===== src/design/acfd_pkg.sv =====
// Shared types and constants for the ADC channel frame deframer.
// No dependencies; used by acfd_step and adc_channel_frame_deframer.
package acfd_pkg;

  localparam logic [4:0] MAX_CHANNELS = 5'd16;
  localparam logic [7:0] HEAD_MASK    = 8'hE0;
  localparam logic [7:0] HEAD_MARK    = 8'hA0;
  localparam int unsigned BUSY_BIT    = 4;
  localparam int unsigned DATA_FLAG   = 7;

  typedef enum logic [1:0] {
    PH_HUNT = 2'd0,
    PH_HIGH = 2'd1,
    PH_LOW  = 2'd2
  } phase_e;

  typedef enum logic [2:0] {
    EV_PROGRESS = 3'd0,
    EV_ACCEPTED = 3'd1,
    EV_INVALID  = 3'd2,
    EV_ORDER    = 3'd3,
    EV_SKIPPED  = 3'd4
  } event_e;

  typedef struct packed {
    phase_e     phase;
    logic [3:0] lat_channel;
    logic       lat_busy;
    logic [6:0] high_part;
    logic [3:0] exp_channel;
    logic       last_known;
    logic       last_busy;
  } state_t;

  typedef struct packed {
    event_e     event_res;
    logic [3:0] channel;
    logic [9:0] sample_value;
    logic       set_complete;
    logic       adc_busy;
    logic       busy_changed;
  } result_t;

endpackage


===== src/design/acfd_step.sv =====
// Next-state and result logic for one received byte.
// Depends on acfd_pkg.
module acfd_step (
  input  acfd_pkg::state_t  state_i,
  input  logic [7:0]        rx_byte_i,
  input  logic [4:0]        count_i,
  output acfd_pkg::state_t  state_o,
  output acfd_pkg::result_t result_o
);

  logic       is_head;
  logic [4:0] exp_next;

  assign is_head  = (rx_byte_i & acfd_pkg::HEAD_MASK) == acfd_pkg::HEAD_MARK;
  assign exp_next = {1'b0, state_i.exp_channel} + 5'd1;

  always_comb begin
    state_o  = state_i;
    result_o = '0;
    result_o.event_res = acfd_pkg::EV_PROGRESS;
    case (state_i.phase)
      acfd_pkg::PH_HIGH, acfd_pkg::PH_LOW: begin
        if (rx_byte_i[acfd_pkg::DATA_FLAG]) begin
          // bad data byte, retried as a head
          result_o.event_res = acfd_pkg::EV_INVALID;
          result_o.channel   = state_i.lat_channel;
          if (is_head) begin
            state_o.lat_busy    = rx_byte_i[acfd_pkg::BUSY_BIT];
            state_o.lat_channel = rx_byte_i[3:0];
            state_o.phase       = acfd_pkg::PH_HIGH;
          end else begin
            state_o.phase = acfd_pkg::PH_HUNT;
          end
        end else if (state_i.phase == acfd_pkg::PH_HIGH) begin
          state_o.high_part = rx_byte_i[6:0];
          state_o.phase     = acfd_pkg::PH_LOW;
        end else begin
          state_o.phase   = acfd_pkg::PH_HUNT;
          result_o.channel = state_i.lat_channel;
          if (state_i.high_part[3:0] != rx_byte_i[6:3]) begin
            result_o.event_res = acfd_pkg::EV_INVALID;
          end else if (state_i.lat_channel != state_i.exp_channel) begin
            result_o.event_res = acfd_pkg::EV_ORDER;
          end else begin
            result_o.event_res    = acfd_pkg::EV_ACCEPTED;
            result_o.sample_value = {state_i.high_part, 3'b000} | {3'b000, rx_byte_i[6:0]};
            if (exp_next >= count_i) begin
              result_o.set_complete = 1'b1;
              state_o.exp_channel   = 4'd0;
            end else begin
              state_o.exp_channel = exp_next[3:0];
            end
            result_o.adc_busy = state_i.lat_busy;
            if (!state_i.last_known || (state_i.last_busy != state_i.lat_busy)) begin
              result_o.busy_changed = 1'b1;
              state_o.last_known    = 1'b1;
              state_o.last_busy     = state_i.lat_busy;
            end
          end
        end
      end
      default: begin
        if (is_head) begin
          state_o.lat_busy    = rx_byte_i[acfd_pkg::BUSY_BIT];
          state_o.lat_channel = rx_byte_i[3:0];
          state_o.phase       = acfd_pkg::PH_HIGH;
        end else begin
          state_o.phase      = acfd_pkg::PH_HUNT;
          result_o.event_res = acfd_pkg::EV_SKIPPED;
        end
      end
    endcase
  end

endmodule


===== src/design/adc_channel_frame_deframer.sv =====
// Top level of the ADC channel frame deframer: input register, parser state,
// result register. Depends on acfd_pkg and acfd_step.
//
// One result per request. A request passes through the input register, then the
// result register, before its result is valid; the block accepts a request
// every cycle as long as results are taken, since the parser state updates in
// one pass of acfd_step. Channel count writes are clamped to 1..16.
module adc_channel_frame_deframer (
  input  logic       clk_i,
  input  logic       rst_ni,
  input  logic       cfg_we_i,
  input  logic [4:0] cfg_wdata_i,
  input  logic       in_valid_i,
  output logic       in_ready_o,
  input  logic [7:0] rx_byte_i,
  output logic       out_valid_o,
  input  logic       out_ready_i,
  output logic [2:0] event_res_o,
  output logic [3:0] channel_o,
  output logic [9:0] sample_value_o,
  output logic       set_complete_o,
  output logic       adc_busy_o,
  output logic       busy_changed_o
);

  logic              in_valid_q;
  logic [7:0]        in_byte_q;
  logic              out_valid_q;
  acfd_pkg::result_t res_q;
  acfd_pkg::result_t res_d;
  acfd_pkg::state_t  state_q;
  acfd_pkg::state_t  state_d;
  logic [4:0]        count_q;
  logic [4:0]        count_d;
  logic              advance;

  assign advance    = in_valid_q && (!out_valid_q || out_ready_i);
  assign in_ready_o = !in_valid_q || advance;

  always_comb begin
    if (cfg_wdata_i == 5'd0) begin
      count_d = 5'd1;
    end else if (cfg_wdata_i > acfd_pkg::MAX_CHANNELS) begin
      count_d = acfd_pkg::MAX_CHANNELS;
    end else begin
      count_d = cfg_wdata_i;
    end
  end

  acfd_step u_step (
    .state_i   (state_q),
    .rx_byte_i (in_byte_q),
    .count_i   (count_q),
    .state_o   (state_d),
    .result_o  (res_d)
  );

  always_ff @(posedge clk_i or negedge rst_ni) begin
    if (!rst_ni) begin
      in_valid_q  <= 1'b0;
      out_valid_q <= 1'b0;
      count_q     <= acfd_pkg::MAX_CHANNELS;
      state_q     <= '{phase: acfd_pkg::PH_HUNT, default: '0};
    end else begin
      if (cfg_we_i) begin
        count_q <= count_d;
      end
      if (in_ready_o) begin
        in_valid_q <= in_valid_i;
      end
      if (advance) begin
        out_valid_q <= 1'b1;
        state_q     <= state_d;
      end else if (out_ready_i) begin
        out_valid_q <= 1'b0;
      end
    end
  end

  always_ff @(posedge clk_i) begin
    if (in_ready_o && in_valid_i) begin
      in_byte_q <= rx_byte_i;
    end
    if (advance) begin
      res_q <= res_d;
    end
  end

  assign out_valid_o    = out_valid_q;
  assign event_res_o    = res_q.event_res;
  assign channel_o      = res_q.channel;
  assign sample_value_o = res_q.sample_value;
  assign set_complete_o = res_q.set_complete;
  assign adc_busy_o     = res_q.adc_busy;
  assign busy_changed_o = res_q.busy_changed;

endmodule


===== config.mk =====
export PLATFORM = sky130hd
export DESIGN_NAME = adc_channel_frame_deframer
export DESIGN_NICKNAME = d
export VERILOG_FILES = /design/src/design/acfd_pkg.sv /design/src/design/acfd_step.sv /design/src/design/adc_channel_frame_deframer.sv
export SDC_FILE = /design/constraint.sdc
export NUM_CORES = 1
export LEC_CHECK = 0
export BUFFER_PORTS_ARGS = -buffer_cell sky130_fd_sc_hd__buf_4
export CORE_ASPECT_RATIO = 0.75
export CORE_UTILIZATION = 29
export DETAILED_ROUTE_END_ITERATION = 12
export MAX_ROUTING_LAYER = met4
export PLACE_DENSITY = 0.47
export SLEW_MARGIN = 20
export SYNTH_ARGS = -nofsm -noshare
export SYNTH_HDL_FRONTEND = slang
export SYNTH_SLANG_ARGS = --single-unit

===== constraint.sdc =====
create_clock -name clk_i -period 2.48 [get_ports clk_i]
set_input_delay 0.372 -clock clk_i [delete_from_list [all_inputs] [get_ports clk_i]]
set_output_delay 0.372 -clock clk_i [all_outputs]
set_load 0.01 [all_outputs]

Word-level counts from Yosys, hierarchy flattened
Index checks and enable logic that the tools add are counted.
{ "totals": {"reg_bits": 55, "latch_bits": 0, "ramBits": 0, "romBits": 0, "input_bits": 18, "output_inout_bits": 22, "elab_cells": 70, "n_memories": 0} }
{ "classes": {"n_addsub": 1, "n_mul": 0, "div_mod_pow": 0, "order_cmp": 2, "eq_ne": 7, "shift": 0, "n_mux": 21, "n_bitwise": 6, "n_reduce_logical": 16} }
{ "op_table": {"columns": ["cell", "count"], "rows": [
  ["two-way mux 13 bit", 2],
  ["two-way mux 20 bit", 1],
  ["two-way mux 5 bit", 4],
  ["two-way mux 7 bit", 2],
  ["bitwise OR 10 x 7 -> 10 bit", 1],
  ["two-way mux 3 bit", 3],
  ["inequality test 4 bit", 2],
  ["AND reduction 7 bit", 1],
  ["two-way mux 2 bit", 3],
  ["AND reduction 6 bit", 1],
  ["adder 4 x 1 -> 5 bit, second input constant", 1],
  ["greater-or-equal comparator 5 bit", 1],
  ["greater-than comparator 5 bit, second input constant", 1],
  ["zero test 5 bit", 1],
  ["two-way mux 1 bit", 5],
  ["NOT 1 bit", 5],
  ["OR reduction 5 bit", 1],
  ["two-way mux 4 bit", 1],
  ["AND reduction 4 bit", 1],
  ["equality test 3 bit, second input constant", 1],
  ["zero test 1 bit", 3],
  ["logical OR 1 bit", 3],
  ["equality test 2 x 1 -> 1 bit, second input constant", 1],
  ["equality test 2 bit, second input constant", 1],
  ["6 further kinds", 7]
]} }

Longest topological paths before layout
Gate-level depths: netlist of the first run.
{ "depth": {"word_depth": 8, "ltp_mapped": 8, "ltp_nobuf": 7} }

Cells and area by module
A second synthesis of the first run with hierarchy kept.
{ "hier_totals": {"cells_unflattened": 203, "area_unflattened_um2": 2695.1} }
{ "by_module_without_submodules": {"columns": ["mod", "instances", "cells_each", "area_each_um2"], "rows": [
  ["adc_channel_frame_deframer", 1, 99, 1980.6],
  ["acfd_step", 1, 104, 714.4]
]} }

Worst setup path after synthesis of the first run
No wires, ideal clock.
{ "synth_timing": {"path_type": "register to register", "from": "register state_q[18] in the netlist's numbering", "to": "register state_q[4] in the netlist's numbering", "setup_time_ns": 0.066, "arrival_ns": 2.180, "path_slack_ns": 0.234, "stages_incl_launch_ff": 6, "cell_sequence": "dfrtp_1 ha_1 or4_4 or4b_4 a2111oi_4 a221o_1"} }
{ "synth_between": {"elab_chain_len": 3, "elab_cells_between_ends": 5, "cone_classes": "2 x eq/ne; 1 x bitwise; 2 x reduce/logical"} }
{ "synth_rtl": {"columns": ["element", "line_no", "source"], "rows": [
  ["start, declared", "adc_channel_frame_deframer.sv:31", "acfd_pkg::state_t state_q;"],
  ["start signal, assigned", "adc_channel_frame_deframer.sv:73", "state_q <= state_d;"],
  ["equality test 2 bit or equality test 2 x 1 -> 1 bit (tied branches)", "acfd_step.sv:21, acfd_step.sv:34", null],
  ["OR reduction 2 bit or NOT 1 bit (tied branches)", null, null],
  ["AND reduction 6 bit (no line) *", null, null]
]} }
Mark *: on every way between the ends. The rest lies on a longest branch, timed or not.
A chain may end at the register's enable or synchronous reset.

Worst setup path in the final report of the first run
{ "layout_timing": {"from": "register state_q[19] in the netlist's numbering", "to": "register state_q[4] in the netlist's numbering"} }
Same word-level chain as after synthesis.

==> results.txt, run 1 <==
Start point of the critical path = state_q[19]$_DFFE_PN0P_
Fin Hold WS = 0.2412 ns
Tcrit/Tclk final = 0.9369
Post-synth net total = 208
Layout cells sized above 1 = 0.3053
Drt wl/cell = 13.67 um
Boundary pin count = 40
Starting density of the core = 0.3029
CTS H-tree depth = 2
CP Capture Type = flop
HP Class = input port to flop
Synthesized flop and latch total = 55
Clk root buf = clkbuf_8
Crit path kind = flop to flop
Status = finished clean
Post-Route WL = 4.525 mm
Tightest Pin Transition = 0.4786 ns
Setup Slack @ Placement = 0.1108 ns
Maxcap violations = 0
EDFF count, synth = 28
Clock Sinks = 55
Largest net degree at the start of global routing = 28
Met3 Resource Use GR = 0.02648
Final Skew = 0.004731 ns
Netlist cell types = 36
ANT cells = 0
Static Leakage = 1.321 nW
Die Span Y = 80.93 um
Critical path's slowest cell = or4_4
Most frequent cell after synthesis = edfxtp_1
Vias in the first global route = 1456
Simple-Gate Fraction of Synth Area = 0.1190
Final hold vios = 0
Total die area = 8678 um2
Synthesized area per cell = 13.53 um2
Register area share after synthesis = 0.6301
Synthesized area = 2409 um2
Layout Nets = 255
Area grow syn2layout = 23.74%
Clk slew on worst S/H paths = 0.10 ns
Compound-Gate Fraction of Synth Area = 0.06078
CP peak stage delay = 0.54 ns
Yosys warns = 0
Peak supply drop = 318.0 uV
Mux cell area share after synthesis = 0.06961
R2r endpoint = state_q[4]$_DFFE_PN0P_
RSZ-0062 raised after global routing = no
Post-synthesis adder-cell area fraction = 0.06234
Cell Rows = 28
Post-synth top area share = 0.3491
Post-route ant nets = 0
Grt ovf = 0
Top_reg_cell synth = edfxtp_1
Largest family of logic cells by synthesized area = simple AND/OR/NAND/NOR gates
Die Span X = 107.2 um
First-pass GRT wire length = 7.590 mm
Top delay family on crit path = simple AND/OR/NAND/NOR gates
Synth top cells by count = edfxtp_1 (28), dfrtp_1 (26), inv_1 (17)
Via density = 4.323
CP max FO = 4
Max Root-Sink Buffers = 2
Via count = 1431
TritonRoute pass-1 iters = 4
Synth area leaders = edfxtp_1 (35%), dfrtp_1 (27%), ha_1 (6.2%)
Req. time, crit path = 2.72 ns
Tot Pwr = 2.070 mW
Cells after synthesis = 178
P per Cell Area = 694.6 nW/um2
Reg2Reg Launch Point = state_q[19]$_DFFE_PN0P_
Max Fclk = 430.4 MHz
Antenna violations before repair = 0
Core ar. = 7953 um2
Placed inst area = 2848 um2
M1 GR Usage = 0.1798
Data arrival, critical path = 2.56 ns
Worst path buffer plus inverter count = 1
Setup TNS = 0 ns
Worst slew margin = 0.6775
Flop2flop setup slack = 0.16 ns
Tmin final = 2.323 ns
Worst Setup Start Kind = flop
Hpwl dp = 3.288 mm
Total CTS buffers = 5
Fill cells = 772
Xor/xnor share of the synthesized area = 0.02545
Port Buf Inserts = 39
GP Congestion = 0.7193
Clk Latency, worst-skew pair = 0.30 ns
Synth area leader = edfxtp_1
Final slew viol count = 0
Initial DRC count = 26
Drt drc = 0
Critical path endpoint = state_q[4]$_DFFE_PN0P_
Fraction of registers with async set/reset = 0.4909
Stages on the worst setup path = 6
GR Util met2 = 0.1671
Grt peak-use layer = met1
R2R depth = 6
Final Cell Area = 2980 um2
Final setup vio count = 0
CP Cell Sequence = inv_1 > ha_4 > or4_4 > or4b_4 > a2111oi_4 > a221o_1
Total GRT Usage = 0.1197
Setup WS post-layout = 0.1566 ns
CTS tree = yes
[power breakdown]
part	internal [mW]	total (mW)	leakage (nW)	switching (mW)
Clock	0.302	0.589	0.0514	0.287
Combinational	0.172	0.336	0.653	0.164
Sequential	1.08	1.14	0.617	0.0626
Total	1.56	2.07	1.32	0.514
[how the worst min path moves through the flow]
stage,start,end,depth (start not counted)
2_1_floorplan,rst_ni,count_q[0]$_DFFE_PN0P_,0
4_1_cts,rx_byte_i[5],in_byte_q[5]$_DFFE_PP_,1
5_1_grt,rx_byte_i[2],in_byte_q[2]$_DFFE_PP_,1
3_3_place_gp,rst_ni,in_valid_q$_DFFE_PN0N_,1
6_report,rx_byte_i[5],in_byte_q[5]$_DFFE_PP_,1
3_5_place_dp,rst_ni,out_valid_o$_DFFE_PN0P_,1
[metal layers]
metal / up-vias / routed length (um)
met3: 2 / 148
met1: 679 / 2509
met5: - / 0
met2: 29 / 1848
met4: 0 / 19
li1: 721 / -
[stage by stage]
step	instances	util
2_1_floorplan	178	-
3_3_place_gp	322	0.3581
3_5_place_dp	322	0.3581
4_1_cts	331	0.3732
5_1_grt	331	0.3748
6_report	331	0.3748
[logic make-up after synthesis]
logic type      after synthesis
xor+xnor                      7
buf+inv                      21
fa+ha+maj                    12
compound gates               18
simple gates                 50
flops                        55
mux                          15
[cells in the final DEF (no fill, tap or decap), types with 2 or more instances in the layout]
cell type  Yosys  final
edfxtp_1      28     28
clkbuf_8       0      5
nor2_1         7      7
nand3_1        3      3
o21ai_0        5      5
nand3b_1       3      3
ha_1          12     11
mux2_2        13     13
and3_1         8      8
a21oi_1        3      3
inv_1         17     17
a22o_1         2      2
nor2b_1        3      3
nand2_1        9      9
dfrtp_1       26     26
buf_4          0     43
xnor2_1        6      6
or3_1          2      2
nand2b_1       4      4
o21a_1         2      2
and2_1         5      5
[layout make-up]
type                       instances  area (um2)  share of cell area
tap                              105       131.4             0.04408
timing repair buffer              44       332.8              0.1117
multi-input combinational        102       824.5              0.2767
clock buffer                       6       72.57             0.02435
clock inverter                     2       37.54             0.01259
inverter                          17       63.81             0.02141
sequential                        55        1518              0.5092
[timing repair]
action	4_1_cts	5_1_grt
hold buffers	1	0
buffers inserted	0	0
resized for setup	0	1
hold endpoints to repair	26	0
endpoints found under the setup margin	0	1
[flip-flops by register name (all words and copies together) (netlist names)]
register / cells
count_q: 5
set_complete_o: 1
state_q: 20
adc_busy_o: 1
in_byte_q: 8
event_res_o: 3
channel_o: 4
in_valid_q: 1
busy_changed_o: 1
out_valid_o: 1
sample_value_o: 10
[worst reg2reg max path, stage by stage (launching register included)]
cell and delay, ns:
dfrtp_1 0.38, inv_1 0.11, ha_4 0.22, or4_4 0.54, or4b_4 0.51, a2111oi_4 0.30, a221o_1 0.20
Power figures use the tool's default switching activity.
==> inputs of run 2 (changes only) <==
--- a/config.mk
+++ b/config.mk
@@ -9,6 +9,7 @@
 export CORE_ASPECT_RATIO = 0.75
 export CORE_UTILIZATION = 29
 export DETAILED_ROUTE_END_ITERATION = 12
+export GPL_TIMING_DRIVEN = 0
 export MAX_ROUTING_LAYER = met4
 export PLACE_DENSITY = 0.47
 export SLEW_MARGIN = 20
==> run 2 against run 1 <==
Effect of this change: clock power down 20%; first-iteration DRC count up 12%; non-clock buffer count down 2; routed wire length up 1.2%; maximum frequency down 2.3%; via count down 0.49%; largest cell class unchanged.
==> results.txt, run 2 (synthesis results as in run 1) <==
Status = finished clean
Number of flip-flops in the largest register = 20 (unchanged)
Final hold vios = 0 (unchanged)
Grt ovf = 0 (unchanged)
Fill cells = 785 (+1.7%)
R2R depth = 5 (-1)
Drt wl/cell = 13.92 um (+1.8%)
First-pass GRT wire length = 7.769 mm (+2.4%)
Fin Hold WS = 0.2366 ns (-0.004607 ns)
Total CTS buffers = 5 (unchanged)
Max Fclk = 420.5 MHz (-2.3%)
CP Capture Type = flop
Setup Slack @ Placement = -0.1142 ns (-0.2250 ns)
Area grow syn2layout = 22.18%
Stages on the worst setup path = 5 (-1)
Cell Rows = 28 (unchanged)
Tot Pwr = 1.951 mW (-5.7%)
TritonRoute pass-1 iters = 4 (unchanged)
Clk slew on worst S/H paths = 0.10 ns (about the same)
Final setup vio count = 0 (unchanged)
CP Cell Sequence = ha_4 > or4_4 > or4b_4 > a2111oi_4 > mux2_4
Initial DRC count = 29 (+12%)
Max Root-Sink Buffers = 2 (unchanged)
Largest net degree at the start of global routing = 28 (unchanged)
Critical path's slowest cell = or4_4
CP peak stage delay = 0.56 ns (+0.02 ns)
Post-Route WL = 4.580 mm (+1.2%)
Hpwl dp = 3.276 mm (-0.38%)
Reg area = 1518 um2 (unchanged)
Worst path buffer plus inverter count = 0 (-1)
Tmin final = 2.378 ns (+0.05469 ns)
Antenna violations before repair = 0 (unchanged)
Setup WS post-layout = 0.1019 ns (-0.05469 ns)
Die Span X = 107.2 um (unchanged)
Top delay family on crit path = simple AND/OR/NAND/NOR gates
Port Buf Inserts = 38 (-2.6%)
CP max FO = 4 (unchanged)
Total die area = 8678 um2 (unchanged)
Vias in the first global route = 1504 (+3.3%)
WHS Path Cells = 1 (unchanged)
Layout cells sized above 1 = 0.2991 (-0.006203)
HP Class = input port to flop
Clk root buf = clkbuf_8
Setup bufs post-CTS = 0 (unchanged)
Peak supply drop = 231.8 uV (-27%)
Placed inst area = 2825 um2 (-0.79%)
Post-route ant nets = 0 (unchanged)
Commonest cells after routing, fill and taps aside = buf_4 (38), edfxtp_1 (28), dfrtp_1 (26)
Static Leakage = 1.284 nW (-2.8%)
Tightest Pin Transition = 0.5180 ns (+0.03935 ns)
Boundary pin count = 40 (unchanged)
Core Util, Final = 0.3700 (-0.004720)
Data arrival, critical path = 2.62 ns (+0.06 ns)
Die Span Y = 80.93 um (unchanged)
Clk Latency, worst-skew pair = 0.30 ns (about the same)
CTS H-tree depth = 2 (unchanged)
Total GRT Usage = 0.1226 (+0.002845)
Worst slew margin = 0.6539 (-0.02359)
Clock Sinks = 55 (unchanged)
GP Congestion = 0.7309 (+1.6%)
Drt drc = 0 (unchanged)
Layout Nets = 253 (-0.78%)
Crit path kind = flop to flop
Starting density of the core = 0.3029 (unchanged)
Worst Setup Start Kind = flop
Top reg by flops = state_q
P per Cell Area = 663.1 nW/um2 (-4.5%)
Most common cell after layout, fill and taps aside = buf_4
Maxcap violations = 0 (unchanged)
Multi-input logic area = 838.3 um2 (+1.7%)
CTS tree = yes
Tcrit/Tclk final = 0.9589 (+0.02205)
Via density = 4.328 (+0.12%)
Core ar. = 7953 um2 (unchanged)
Final slew viol count = 0 (unchanged)
Req. time, crit path = 2.72 ns (about the same)
ANT cells = 0 (unchanged)
Via count = 1424 (-0.49%)
Final Skew = 0.009632 ns (+0.004901 ns)
Final Cell Area = 2943 um2 (-1.3%)
[run 2: area by class of cell]
cell class / instances / share of cell area
Buffer: 3 / 0.003827
Clock buffer: 6 / 0.02466
Clock inverter: 2 / 0.002976
Inverter: 17 / 0.02296
Multi-Input combinational cell: 102 / 0.2849
Sequential cell: 55 / 0.5157
Tap cell: 105 / 0.04464
Timing Repair Buffer: 39 / 0.1003
[run 2: final timing paths]
| check | startpoint | slack [ns] | to |
|---|---|---|---|
| max | state_q[18]$_DFFE_PN0P_ | 0.10 | state_q[2]$_DFFE_PN0P_ |
| min | rx_byte_i[5] | 0.24 | in_byte_q[5]$_DFFE_PP_ |
| max reg2reg | state_q[18]$_DFFE_PN0P_ | 0.10 | state_q[2]$_DFFE_PN0P_ |
| min reg2reg | state_q[1]$_DFFE_PN0P_ | 0.48 | state_q[1]$_DFFE_PN0P_ |
| max in group asynchronous | rst_ni | 1.64 | count_q[4]$_DFFE_PN1P_ |
| min in group asynchronous | rst_ni | 0.52 | state_q[12]$_DFFE_PN0P_ |
[run 2: power breakdown]
group | internal, mW | switching, mW
registers | 1.08 | 0.0646
clock network | 0.195 | 0.277
logic | 0.166 | 0.166
[run 2: through the flow]
stage               setup TNS (ns)  instances
floorplan                        0        178
global placement           -0.1945        321
detailed placement         -0.2492        321
CTS                              0        330
global route              -0.01323        329
finish                           0        329
[run 2: what timing repair did]
action                                  in CTS  in global routing
resized for setup                            1                  6
pin swaps                                    0                  1
endpoints found under the setup margin       3                 10
hold buffers                                 1                  0
hold endpoints to repair                    26                  0
[run 2: worst register-to-register path: cells and delay by family, from the launching register on]
| kind | cells | cell delay (ns) |
|---|---|---|
| muxes | 1 | 0.23 |
| adders and majority gates | 1 | 0.25 |
| AOI/OAI and AO/OA | 1 | 0.31 |
| and+or+nand+nor | 2 | 1.09 |
| DFF | 1 | 0.44 |
[run 2: routing by layer]
metal  wire length (um)  global-route usage
met2               1898              0.1703
met4                 35             0.03288
met5                  0                   -
met3                164             0.02809
met1               2483              0.1780
